### src/rtl/sorted_index_binary_lookup_assert.svh
// Assertion macros shared by the sorted index lookup RTL.
// No dependencies; included inside module bodies.
`ifndef SORTED_INDEX_BINARY_LOOKUP_ASSERT_SVH
`define SORTED_INDEX_BINARY_LOOKUP_ASSERT_SVH

// Same-cycle implication, disabled in reset
`define SIL_ASSERT_IMP(label, clk, rst_n, ante, cons) \
    label: assert property (@(posedge clk) disable iff (!rst_n) (ante) |-> (cons)) \
        else $error("sil assertion failed");

// Next-cycle implication, disabled in reset
`define SIL_ASSERT_NXT(label, clk, rst_n, ante, cons) \
    label: assert property (@(posedge clk) disable iff (!rst_n) (ante) |=> (cons)) \
        else $error("sil assertion failed");

`endif

### src/rtl/sil_pkg.sv
// Types and constants for the sorted index lookup block.
// No dependencies; used by every module in rtl/.
package sil_pkg;

    localparam int TABLE_DEPTH_DEF = 4096;

    localparam int COUNT_W  = 13;
    localparam int INDEX_W  = 12;
    localparam int KEY_W    = 64;
    localparam int DIMS_W   = 32;
    localparam int WORD_W   = 32;
    localparam int PADDR_W  = 3;
    localparam int PDATA_W  = 32;

    localparam logic       KIND_WRITE  = 1'b0;
    localparam logic       KIND_LOOKUP = 1'b1;
    localparam logic       REG_SEARCH_COUNT = 1'b0;
    localparam logic [31:0] FORMAT_VQ = 32'd1;

    typedef struct packed {
        logic        kind;
        logic [11:0] entry_index;
        logic [15:0] collection;
        logic [15:0] palette;
        logic [15:0] bitmap;
        logic [15:0] variant;
        logic [15:0] width;
        logic [15:0] height;
        logic [31:0] format;
        logic [31:0] payload_offset;
        logic [31:0] payload_size;
    } in_item_t;

    typedef struct packed {
        logic        found;
        logic [11:0] position;
        logic [31:0] match_offset;
        logic [31:0] match_size;
    } out_item_t;

    // one table row
    typedef struct packed {
        logic [KEY_W-1:0]  key;
        logic [DIMS_W-1:0] dims;
        logic [WORD_W-1:0] format;
        logic [WORD_W-1:0] offset;
        logic [WORD_W-1:0] size;
    } entry_t;

    // compare unit status
    typedef struct packed {
        logic lt;
        logic eq;
        logic hit;
    } cmp_status_t;

endpackage

### src/rtl/sil_cmp.sv
// Shared key compare unit: orders the probed key against the request key
// and checks the full match conditions. Depends on sil_pkg.
module sil_cmp (
    input  sil_pkg::entry_t                   entry,
    input  logic [sil_pkg::KEY_W-1:0]         req_key,
    input  logic [sil_pkg::DIMS_W-1:0]        req_dims,
    output sil_pkg::cmp_status_t              status
);
    import sil_pkg::*;

    always_comb
    begin
        status.lt  = entry.key < req_key;
        status.eq  = entry.key == req_key;
        status.hit = status.eq && (entry.dims == req_dims) &&
                     (entry.format == FORMAT_VQ) && (entry.size != '0);
    end

endmodule

### config.mk
export PLATFORM = sky130hd
export DESIGN_NAME = sil_cmp
export DESIGN_NICKNAME = d
export VERILOG_FILES = /design/src/rtl/sorted_index_binary_lookup_assert.svh /design/src/rtl/sil_pkg.sv /design/src/rtl/sil_cmp.sv
export SDC_FILE = /design/constraint.sdc
export NUM_CORES = 1
export LEC_CHECK = 0
export BUFFER_PORTS_ARGS = -buffer_cell sky130_fd_sc_hd__buf_2
export CAP_MARGIN = 20
export CORE_AREA = 4 4 110 112
export DETAILED_ROUTE_END_ITERATION = 10
export DIE_AREA = 0 0 114 116
export PLACE_DENSITY = 0.58
export SYNTH_ARGS = -nofsm -noshare
export SYNTH_HDL_FRONTEND = slang
export SYNTH_SLANG_ARGS = --single-unit
### constraint.sdc
create_clock -name vclk -period 3.2
set_input_delay 0.64 -clock vclk [all_inputs]
set_output_delay 0.64 -clock vclk [all_outputs]
set_load 0.005 [all_outputs]
==> qor.yml <==
place:
  routabilityCongestion: 0.8077
  dpl.cell_count: 706
  dp_slack_ns: -0.1614
  port_buffers: 259
  dpl_cell_area_um2: 3642
  hpwl_um: 9345
worst_setup_path:
  cp_cell_sequence: "buf_2 > ha_1 > nor2b_1 > o211ai_1 > a2111oi_0 > or4_1 > a41oi_2 > and4_1 > buf_2"
  cp_max_fo: 2
  crit_path_frequent_cell: "buf_2"
  cp_slowest_stage_delay_ns: 0.53
  cp-startpoint: "entry[129]"
  crit_type: "in2out"
  cp.arrival_ns: 2.52
  crit_slowest_cell: "or4_1"
  cp-end-kind: "output port"
  start_kind: "primary input"
  crit_required_ns: 2.56
detailed_routing:
  firstDrtPassIters: 4
  ant_nets: 0
  wl_per_cell_um: 13.82
  vias: 3078
  drc: 0
  wl_um: 9800
  viasPerCell: 4.341
  drt_iter0_drc: 74
synthesis:
  yosysUniqueCellTypes: 25
  ys_seq_area_frac: 0
  synth_top_cell_area_share: 0.3774
  synth_cells: 298
  synth_nets: 650
  synth_area_um2: 2122
  netlist_top_cells_area: "ha_1 (38%), xnor2_1 (13%), inv_1 (11%), nand4_1 (5.9%), a21oi_1 (5.7%)"
  synth_warnings: 0
  avgSynthCellArea_um2: 7.121
  synth_top_area_cell: "ha_1"
timing:
  post-route-period-util: 0.9865
  fin_ws_ns: 0.04326
  fmax_mhz: 316.8
  rsz0062_at_grt: "yes"
  worst_slew_margin_rel: 0.6672
  min_period_ns: 3.157
  finalSetupViolations: 0
  worst_slew_pin_slew_ns: 0.4954
  slew_viol_final: 0
  hold_violations: 0
power:
  pwr-share-clk: 0
  powerDensity_nw_per_um2: 108.4
  seqPwrFrac: 0
  power_mw: 0.4099
  ir_drop_uv: 44.85
  p_sw_mw: 0.1775
  p_leak_nw: 2.177
  p_comb_frac: 1.000
  switching_share: 0.4331
  intPower_mw: 0.2324
floorplanning:
  std_cell_rows: 39
  start_util: 0.1891
  core_um2: 11220
  dieHeight_um: 116
  num_io_pins: 291
  dieArea_um2: 13220
  dieWidth_um: 114
global_route:
  grtUsageMet3: 0.02768
  grt_usage: 0.1274
  antenna_found_initial: 2
  grt_pass1_wl_um: 13760
  grt_max_degree: 5
  busiest_layer: "met2"
  overflow: 0
  grt_pass1_vias: 3110
  use_met2: 0.2670
  use_met1: 0.1318
finish:
  area_delta_synth_final_pct: 78.13
  fin_cells: 709
  final_util: 0.3368
  final-seq-area_um2: 0
  clkbuf_count: 0
  fillers: 1232
  fin_nets: 919
  seq_cell_count: 0
  final_area_um2: 3780
  layout-drive-gt1-share: 0.5009
worst_hold_path:
  min_from: "entry[83]"
  hold_end: "status[0]"
  hold_path_class: "in2out"
  hold_depth: 6
run:
  cap_violations: 0
cts:
  postCtsHoldBufs: 0
run_status:
  status: "finished, final reports clean"
[layout by cell type (no fill, tap or decap)]
cell type,netlist,layout
buf_2,0,251
inv_1,65,61
ha_1,64,60
xnor2_1,32,32
a21oi_1,24,24
nand2_1,21,21
nand4_1,20,20
nor4_1,18,18
nand3_1,9,9
nor2_1,8,8
o21ai_0,8,8
buf_6,0,8
buf_4,0,8
nor3_1,5,4
o211ai_1,4,4
ha_4,0,4
inv_2,0,3
a211oi_1,3,3
nor4_4,2,2
and4_4,0,2
a221oi_1,2,2
nor2b_1,2,2
diode_2,0,1
nand4_2,1,1
nand2_2,1,1
nor3_2,0,1
nor4b_1,1,1
inv_4,0,1
a21o_1,1,1
a2111oi_0,1,1
a22o_1,1,1
or4_1,1,1
a41oi_2,0,1
and4_1,3,1
[per-layer routing]
layer  wire, um  vias up
met5          7        -
met4        141        2
met3        908       12
met2       5313      143
met1       3430     1322
li1           -     1599
[worst max-delay path, delay by kind of cell]
family                   cells  cell delay (ns)
AO/OA/AOI/OAI                3             0.50
adder cells (fa/ha/maj)      1             0.29
buffers and inverters        2             0.23
AND/OR/NAND/NOR              3             0.87
[cell usage after synthesis]
master / number
inv_1: 65
ha_1: 64
xnor2_1: 32
a21oi_1: 24
nand2_1: 21
nand4_1: 20
nor4_1: 18
nand3_1: 9
nor2_1: 8
o21ai_0: 8
nor3_1: 5
o211ai_1: 4
a211oi_1: 3
and4_1: 3
a221oi_1: 2
nor2b_1: 2
nor4_4: 2
a2111oi_0: 1
a21o_1: 1
a22o_1: 1
a41oi_1: 1
nand2_2: 1
nand4_2: 1
nor4b_1: 1
or4_1: 1
[logic make-up (layout without fill, tap and decap cells)]
| family | Yosys count | in the layout | share of synthesized area |
|---|---|---|---|
| other | 0 | 1 | 0 |
| XOR/XNOR | 32 | 32 | 0.1321 |
| AND/OR/NAND/NOR | 92 | 92 | 0.2512 |
| buffers and inverters | 65 | 332 | 0.1150 |
| adder cells (fa/ha/maj) | 64 | 64 | 0.3774 |
| AO/OA/AOI/OAI | 45 | 45 | 0.1244 |
[repair_timing]
item,in CTS,in global routing
buffers inserted,1,1
setup endpoints to repair,2,2
pin swaps,1,9
gates resized for setup,2,20
cloned,0,0
[worst max-delay path by stage]
stage	end	slack, ns	cells past startpoint
2_1_floorplan	status[0]	0.29	8
3_3_place_gp	status[0]	-0.09	9
3_5_place_dp	status[0]	-0.16	10
4_1_cts	status[2]	0.02	9
5_1_grt	status[0]	-0.06	10
6_report	status[2]	0.04	9
[stage by stage]
| step | TNS [ns] | hold WS, ns |
|---|---|---|
| 6_report | 0 | 1.790 |
| 4_1_cts | 0 | 1.835 |
| 5_1_grt | -0.1205 | 1.827 |
| 2_1_floorplan | 0 | 1.562 |
| 3_3_place_gp | -0.08745 | 1.814 |
| 3_5_place_dp | -0.1655 | 1.833 |
[layout make-up]
class | count | area, um^2 | area share
Timing Repair Buffer | 267 | 1406 | 0.3721
Multi-Input combinational cell | 233 | 1946 | 0.5147
Tap cell | 143 | 178.9 | 0.04734
Antenna cell | 1 | 2.502 | 0.0006620
Inverter | 65 | 246.5 | 0.06521
[power groups by stage]
stage	logic [mW]	registers, mW	clock network [mW]
after CTS	0.401	0	0
after floorplan	0.183	0	0
after global placement	0.384	0	0
after global routing	0.466	0	0.0000000418
final	0.410	0	0.0000000418
after detailed placement	0.397	0	0
Power figures use the tool's default switching activity.
