File: src/rtl/sorted_index_binary_lookup_assert.svh
// Assertion macros shared by the sorted index lookup RTL.
// No dependencies; included inside module bodies.
`ifndef SORTED_INDEX_BINARY_LOOKUP_ASSERT_SVH
`define SORTED_INDEX_BINARY_LOOKUP_ASSERT_SVH

// Same-cycle implication, disabled in reset
`define SIL_ASSERT_IMP(label, clk, rst_n, ante, cons) \
    label: assert property (@(posedge clk) disable iff (!rst_n) (ante) |-> (cons)) \
        else $error("sil assertion failed");

// Next-cycle implication, disabled in reset
`define SIL_ASSERT_NXT(label, clk, rst_n, ante, cons) \
    label: assert property (@(posedge clk) disable iff (!rst_n) (ante) |=> (cons)) \
        else $error("sil assertion failed");

`endif

File: src/rtl/sil_pkg.sv
// Types and constants for the sorted index lookup block.
// No dependencies; used by every module in rtl/.
package sil_pkg;

    localparam int TABLE_DEPTH_DEF = 4096;

    localparam int COUNT_W  = 13;
    localparam int INDEX_W  = 12;
    localparam int KEY_W    = 64;
    localparam int DIMS_W   = 32;
    localparam int WORD_W   = 32;
    localparam int PADDR_W  = 3;
    localparam int PDATA_W  = 32;

    localparam logic       KIND_WRITE  = 1'b0;
    localparam logic       KIND_LOOKUP = 1'b1;
    localparam logic       REG_SEARCH_COUNT = 1'b0;
    localparam logic [31:0] FORMAT_VQ = 32'd1;

    typedef struct packed {
        logic        kind;
        logic [11:0] entry_index;
        logic [15:0] collection;
        logic [15:0] palette;
        logic [15:0] bitmap;
        logic [15:0] variant;
        logic [15:0] width;
        logic [15:0] height;
        logic [31:0] format;
        logic [31:0] payload_offset;
        logic [31:0] payload_size;
    } in_item_t;

    typedef struct packed {
        logic        found;
        logic [11:0] position;
        logic [31:0] match_offset;
        logic [31:0] match_size;
    } out_item_t;

    // one table row
    typedef struct packed {
        logic [KEY_W-1:0]  key;
        logic [DIMS_W-1:0] dims;
        logic [WORD_W-1:0] format;
        logic [WORD_W-1:0] offset;
        logic [WORD_W-1:0] size;
    } entry_t;

    // compare unit status
    typedef struct packed {
        logic lt;
        logic eq;
        logic hit;
    } cmp_status_t;

endpackage

File: src/rtl/sil_seq.sv
// Search sequencer: accepts requests, drives the table ports, steps the
// lower-bound search and holds the result register. Depends on sil_pkg.
module sil_seq #(
    parameter int DEPTH = sil_pkg::TABLE_DEPTH_DEF,
    parameter int AW    = $clog2(DEPTH),
    parameter int CW    = $clog2(DEPTH + 1)
) (
    input  logic                          clk,
    input  logic                          rst_n,
    input  logic                          in_valid,
    output logic                          in_stall,
    input  sil_pkg::in_item_t             in_data,
    output logic                          out_valid,
    input  logic                          out_stall,
    output sil_pkg::out_item_t            out_data,
    input  logic [sil_pkg::COUNT_W-1:0]   search_count,
    output logic                          wr_en,
    output logic [AW-1:0]                 wr_addr,
    output sil_pkg::entry_t               wr_data,
    output logic                          rd_en,
    output logic [AW-1:0]                 rd_addr,
    input  sil_pkg::entry_t               rd_data,
    output logic [sil_pkg::KEY_W-1:0]     req_key,
    output logic [sil_pkg::DIMS_W-1:0]    req_dims,
    input  sil_pkg::cmp_status_t          status
);
    import sil_pkg::*;

    `include "sorted_index_binary_lookup_assert.svh"

    typedef enum logic [3:0] {
        S_IDLE   = 4'b0001,
        S_SEARCH = 4'b0010,
        S_WAIT   = 4'b0100,
        S_CHECK  = 4'b1000
    } state_t;

    state_t            state_reg, state_next;
    logic [CW-1:0]     low_reg, low_next;
    logic [CW-1:0]     high_reg, high_next;
    logic [CW-1:0]     mid_reg, mid_next;
    logic [CW-1:0]     count_reg, count_next;
    logic              in_range_reg, in_range_next;
    logic [KEY_W-1:0]  key_reg, key_next;
    logic [DIMS_W-1:0] dims_reg, dims_next;
    logic              out_valid_reg, out_valid_next;
    out_item_t         out_data_reg, out_data_next;

    logic              accept;
    logic              out_free;
    logic [CW-1:0]     mid_calc;
    logic [CW-1:0]     count_sat;

    assign accept   = in_valid && !in_stall;
    assign out_free = !out_valid_reg || !out_stall;
    assign mid_calc = low_reg + ((high_reg - low_reg) >> 1);
    assign count_sat = (32'(search_count) > 32'(DEPTH)) ? CW'(DEPTH) : CW'(search_count);

    assign in_stall  = (state_reg != S_IDLE);
    assign out_valid = out_valid_reg;
    assign out_data  = out_data_reg;
    assign req_key   = key_reg;
    assign req_dims  = dims_reg;

    // write port straight from the request
    assign wr_en   = accept && (in_data.kind == KIND_WRITE) &&
                     (32'(in_data.entry_index) < 32'(DEPTH));
    assign wr_addr = AW'(in_data.entry_index);
    always_comb
    begin
        wr_data.key    = {in_data.collection, in_data.palette, in_data.bitmap,
                          in_data.variant};
        wr_data.dims   = {in_data.width, in_data.height};
        wr_data.format = in_data.format;
        wr_data.offset = in_data.payload_offset;
        wr_data.size   = in_data.payload_size;
    end

    always_comb
    begin
        state_next     = state_reg;
        low_next       = low_reg;
        high_next      = high_reg;
        mid_next       = mid_reg;
        count_next     = count_reg;
        in_range_next  = in_range_reg;
        key_next       = key_reg;
        dims_next      = dims_reg;
        out_valid_next = out_valid_reg && out_stall;
        out_data_next  = out_data_reg;
        rd_en          = 1'b0;
        rd_addr        = AW'(mid_calc);

        case (state_reg)
            S_IDLE:
            begin
                if (accept && (in_data.kind == KIND_LOOKUP))
                begin
                    key_next   = wr_data.key;
                    dims_next  = wr_data.dims;
                    low_next   = '0;
                    high_next  = count_sat;
                    count_next = count_sat;
                    state_next = S_SEARCH;
                end
            end
            S_SEARCH:
            begin
                if (low_reg < high_reg)
                begin
                    rd_en      = 1'b1;
                    rd_addr    = AW'(mid_calc);
                    mid_next   = mid_calc;
                    state_next = S_WAIT;
                end
                else
                begin
                    // lower bound settled, fetch it for the final check
                    in_range_next = low_reg < count_reg;
                    rd_en         = low_reg < count_reg;
                    rd_addr       = AW'(low_reg);
                    state_next    = S_CHECK;
                end
            end
            S_WAIT:
            begin
                if (status.lt)
                begin
                    low_next = mid_reg + CW'(1);
                end
                else
                begin
                    high_next = mid_reg;
                end
                state_next = S_SEARCH;
            end
            S_CHECK:
            begin
                if (out_free)
                begin
                    out_valid_next = 1'b1;
                    if (in_range_reg && status.hit)
                    begin
                        out_data_next.found        = 1'b1;
                        out_data_next.position     = INDEX_W'(low_reg);
                        out_data_next.match_offset = rd_data.offset;
                        out_data_next.match_size   = rd_data.size;
                    end
                    else
                    begin
                        out_data_next = '0;
                    end
                    state_next = S_IDLE;
                end
            end
            default:
            begin
                state_next = S_IDLE;
            end
        endcase
    end

    always_ff @(posedge clk or negedge rst_n)
    begin
        if (!rst_n)
        begin
            state_reg     <= S_IDLE;
            out_valid_reg <= 1'b0;
        end
        else
        begin
            state_reg     <= state_next;
            out_valid_reg <= out_valid_next;
        end
    end

    always_ff @(posedge clk)
    begin
        low_reg      <= low_next;
        high_reg     <= high_next;
        mid_reg      <= mid_next;
        count_reg    <= count_next;
        in_range_reg <= in_range_next;
        key_reg      <= key_next;
        dims_reg     <= dims_next;
        out_data_reg <= out_data_next;
    end

    `SIL_ASSERT_IMP(a_wait_after_search, clk, rst_n,
        state_reg == S_WAIT, $past(state_reg) == S_SEARCH)
    `SIL_ASSERT_IMP(a_bounds_ordered, clk, rst_n,
        state_reg != S_IDLE, low_reg <= high_reg && high_reg <= count_reg)
    `SIL_ASSERT_IMP(a_count_in_depth, clk, rst_n,
        state_reg != S_IDLE, count_reg <= CW'(DEPTH))
    `SIL_ASSERT_NXT(a_result_from_check, clk, rst_n,
        !out_valid_reg, !out_valid_reg || $past(state_reg) == S_CHECK)

endmodule

File: config.mk
export PLATFORM = sky130hd
export DESIGN_NAME = sil_seq
export DESIGN_NICKNAME = d
export VERILOG_FILES = /design/src/rtl/sil_pkg.sv /design/src/rtl/sil_seq.sv
export VERILOG_INCLUDE_DIRS = /design/src /design/src/rtl
export SDC_FILE = /design/constraint.sdc
export NUM_CORES = 1
export LEC_CHECK = 0
export ABC_CLOCK_PERIOD_IN_PS = 6700
export BUFFER_PORTS_ARGS = -buffer_cell sky130_fd_sc_hd__clkbuf_2
export CORE_AREA = 5 5 312 314
export CTS_CLUSTER_SIZE = 8
export DETAILED_ROUTE_END_ITERATION = 10
export DIE_AREA = 0 0 317 319
export SYNTH_ARGS = -nofsm -noshare
export SYNTH_HDL_FRONTEND = slang
export SYNTH_SLANG_ARGS = --single-unit
File: constraint.sdc
create_clock -name clk -period 6.7 [get_ports clk]
set_input_delay 1.34 -clock clk [delete_from_list [all_inputs] [get_ports clk]]
set_output_delay 1.34 -clock clk [all_outputs]
set_load 0.02 [all_outputs]
==> qor.csv <==
metric,value,unit
finished layout cell area,14700,um2
largest cells by area after synthesis,"edfxtp_1, buf_4, and3_1, ha_1, nand2_1",
Syn-to-layout area delta,30.4,%
post-CTS setup buffers,0,
per-cell routed wire length,16.3,um
Longest Clk Path Bufs,3,
total gr overflow,0,
worst r2r src,low_reg[2],
routed wire length,39500,um
Post-Place Cells,2373,
clock root cell,clkbuf_16,
"Reg clk slew, reported paths",50,ps
Worst setup SP type,register,
multi-input logic area,2630,um2
Mapped Nets,1324,
crit-path cells,"inv_1, ha_1, nor2b_1, o21ai_0, a21oi_1, o41ai_1, o311ai_0, ha_1, nand2_1, o31ai_1, a21oi_1, xnor2_1, mux2_2, clkbuf_2",
area share of and/or/nand/nor cells after synthesis,0.104,
fillers,10500,
first-pass GRT wire length,52800,um
type of destination of the critical path,output port,
depth of the CTS H-tree,2,
CP top delay family,compound AO/OA/AOI/OAI gates,
Hold Path Class,reg2reg,
final hold violation count,0,
clk_lat worst skew,570,ps
Slew Limit Fails,0,
residual DRC count,0,
layout cells sized above 1,0.463,
Storage cell area,6910,um2
Worst Skew,25.1,ps
DR iter-0 viols,463,
Worst Setup SP,low_reg[2],
Syn. warnings,0,
die height,319,um
Cell Pwr Density,280,nW/um2
DIE AREA,101000,um2
Worst VDD drop,0.182,mV
crit path kind,reg2out,
Worst path max stage delay,710,ps
final worst slack,886,ps
Core Region,94300,um2
largest family of logic cells by synthesized area,buffers and inverters,
drt first pass iters,4,
CTS tree,yes,
worst reg2reg endpoint,mid_reg[12],
GP Congestion,0.831,
max reg flops,77,
Area after DPL,13600,um2
post-synthesis compound-gate area fraction,0.0411,
RSZ-0062 raised after global routing,no,
most frequent cell after synthesis,edfxtp_1,
Post-Syn Instances,866,
CTS sink cnt,231,
max cap viols,0,
number of synthesized flops with an enable pin,226,
final setup vio count,0,
leading cell types by count after synthesis,"edfxtp_1, buf_4, and3_1",
antenna-violating nets left,0,
largest net degree at the start of global routing,78,
Post-CTS Resized,0,
Netlist cell types,49,
Setup WS pre-CTS,1440,ps
Worst EP arrival,4470,ps
antenna violations before repair,5,
setup TNS,0,ps
Vias,7376,
Die Span X,317,um
Tmin final,5810,ps
WHS Path Cells,2,
cell taking the most area after synthesis,edfxtp_1,
Num CTS Buffers,37,
I/O Pins,810,
Slowest cell on crit path,o41ai_1,
post-synthesis async set-or-reset flop share,0.0216,
fmax,172,MHz
Layout Nets,1605,
post-synthesis sequential area ratio,0.612,
worst path bufs/invs,2,
Lkg Pwr,6.27,nW
status,completed,
# rows,113,
Hold Path End,high_reg[12],
number of global-route vias before repair,7327,
post-DP HPWL,31600,um
worst hold start,mid_reg[12],
Finished Layout Cells,2428,
IO Port Bufs,464,
Slew HR,0.372,
Yosys top cell area share,0.601,
worst endpoint required time,5360,ps
hold_buf cts,0,
Initial Util,0.120,
Worst-Margin Slew,941,ps
multiplexer share of the synthesized area,0.0146,
"Avg Cell Area, Syn",13.0,um2
ys flop type,edfxtp_1,
CP max FO,5,
post-synthesis adder-cell area fraction,0.0468,
GRT Total Usage,0.0736,
Final Cycle Share,0.868,
Worst R2R Path Depth,13,
Post-Syn Area,11300,um2
Synth Area in XOR/XNOR,0.0248,
Synth Register Bits,231,
Avg Vias per Cell,3.04,
minimum setup slack among reg-to-reg paths,2630,ps
through the flow:
stage	hold slack, ps	power, mW	util
2_1_floorplan	531	2.22	-
3_3_place_gp	559	2.36	0.145
3_5_place_dp	562	2.37	0.145
4_1_cts	546	4.25	0.156
5_1_grt	566	4.35	0.156
6_report	573	4.12	0.156
kinds of logic after synthesis:
family	count (synthesis)
and+or+nand+nor	216
DFF	231
AOI/OAI and AO/OA	71
adders and majority gates	41
buffers and inverters	263
muxes	12
xor gates and xnor gates	32
how the worst max path moves through the flow:
stage / to / slack (ps) / cells past startpoint
2_1_floorplan: out_data[0] / 1170 / 1
3_3_place_gp: rd_addr[10] / 1480 / 16
3_5_place_dp: rd_addr[10] / 1440 / 16
4_1_cts: rd_addr[10] / 770 / 16
5_1_grt: rd_addr[10] / 520 / 13
6_report: rd_addr[11] / 890 / 14
metal layers:
layer  up-vias  part of all wire  GRT usage
met5         -            0.0048     0.0118
met4         8             0.035     0.0291
met3        89              0.16     0.0510
met2       459              0.42      0.105
met1      3381              0.39     0.0844
li1       3439                 -          -
power breakdown:
part / internal [mW] / switching, mW
Clock: 1.12 / 0.687
Sequential: 1.66 / 0.0219
Combinational: 0.237 / 0.401
worst register-to-register path: cells and delay by family (launching register included):
family          cells  cell delay [ps]
compound gates      8             2320
xor+xnor            1              100
fa+ha+maj           2              700
buf+inv             1               70
flops               1              480
simple gates        1              150
area by class of cell:
| type | instances | area share |
|---|---|---|
| Sequential cell | 231 | 0.470 |
| Multi-Input combinational cell | 372 | 0.178 |
| Timing Repair Buffer | 472 | 0.162 |
| Tap cell | 1265 | 0.108 |
| Clock buffer | 46 | 0.0659 |
| Inverter | 33 | 0.00858 |
| Clock inverter | 8 | 0.00816 |
| Antenna cell | 1 | 0.000170 |
cells in the final DEF, fill, tap and decap left out, drive strengths merged, types with 3 or more instances in the layout:
cell type | netlist | final
xor2 | 12 | 12
nand3 | 12 | 12
nor2 | 29 | 29
clkbuf | 22 | 510
o21ai | 12 | 12
edfxtp | 226 | 226
nor4b | 4 | 4
nand4 | 4 | 4
nand2 | 54 | 54
nor3 | 3 | 3
a211oi | 4 | 4
a21oi | 20 | 20
a21o | 11 | 11
o21a | 6 | 6
and2 | 5 | 5
xnor2 | 20 | 20
dfrtp | 4 | 4
nor2b | 17 | 17
o31ai | 3 | 3
and3 | 79 | 79
mux2 | 12 | 12
nand2b | 4 | 4
bufinv | 0 | 3
clkinv | 0 | 3
ha | 39 | 39
buf | 208 | 8
o21bai | 3 | 3
inv | 33 | 35
Power figures use the tool's default switching activity.
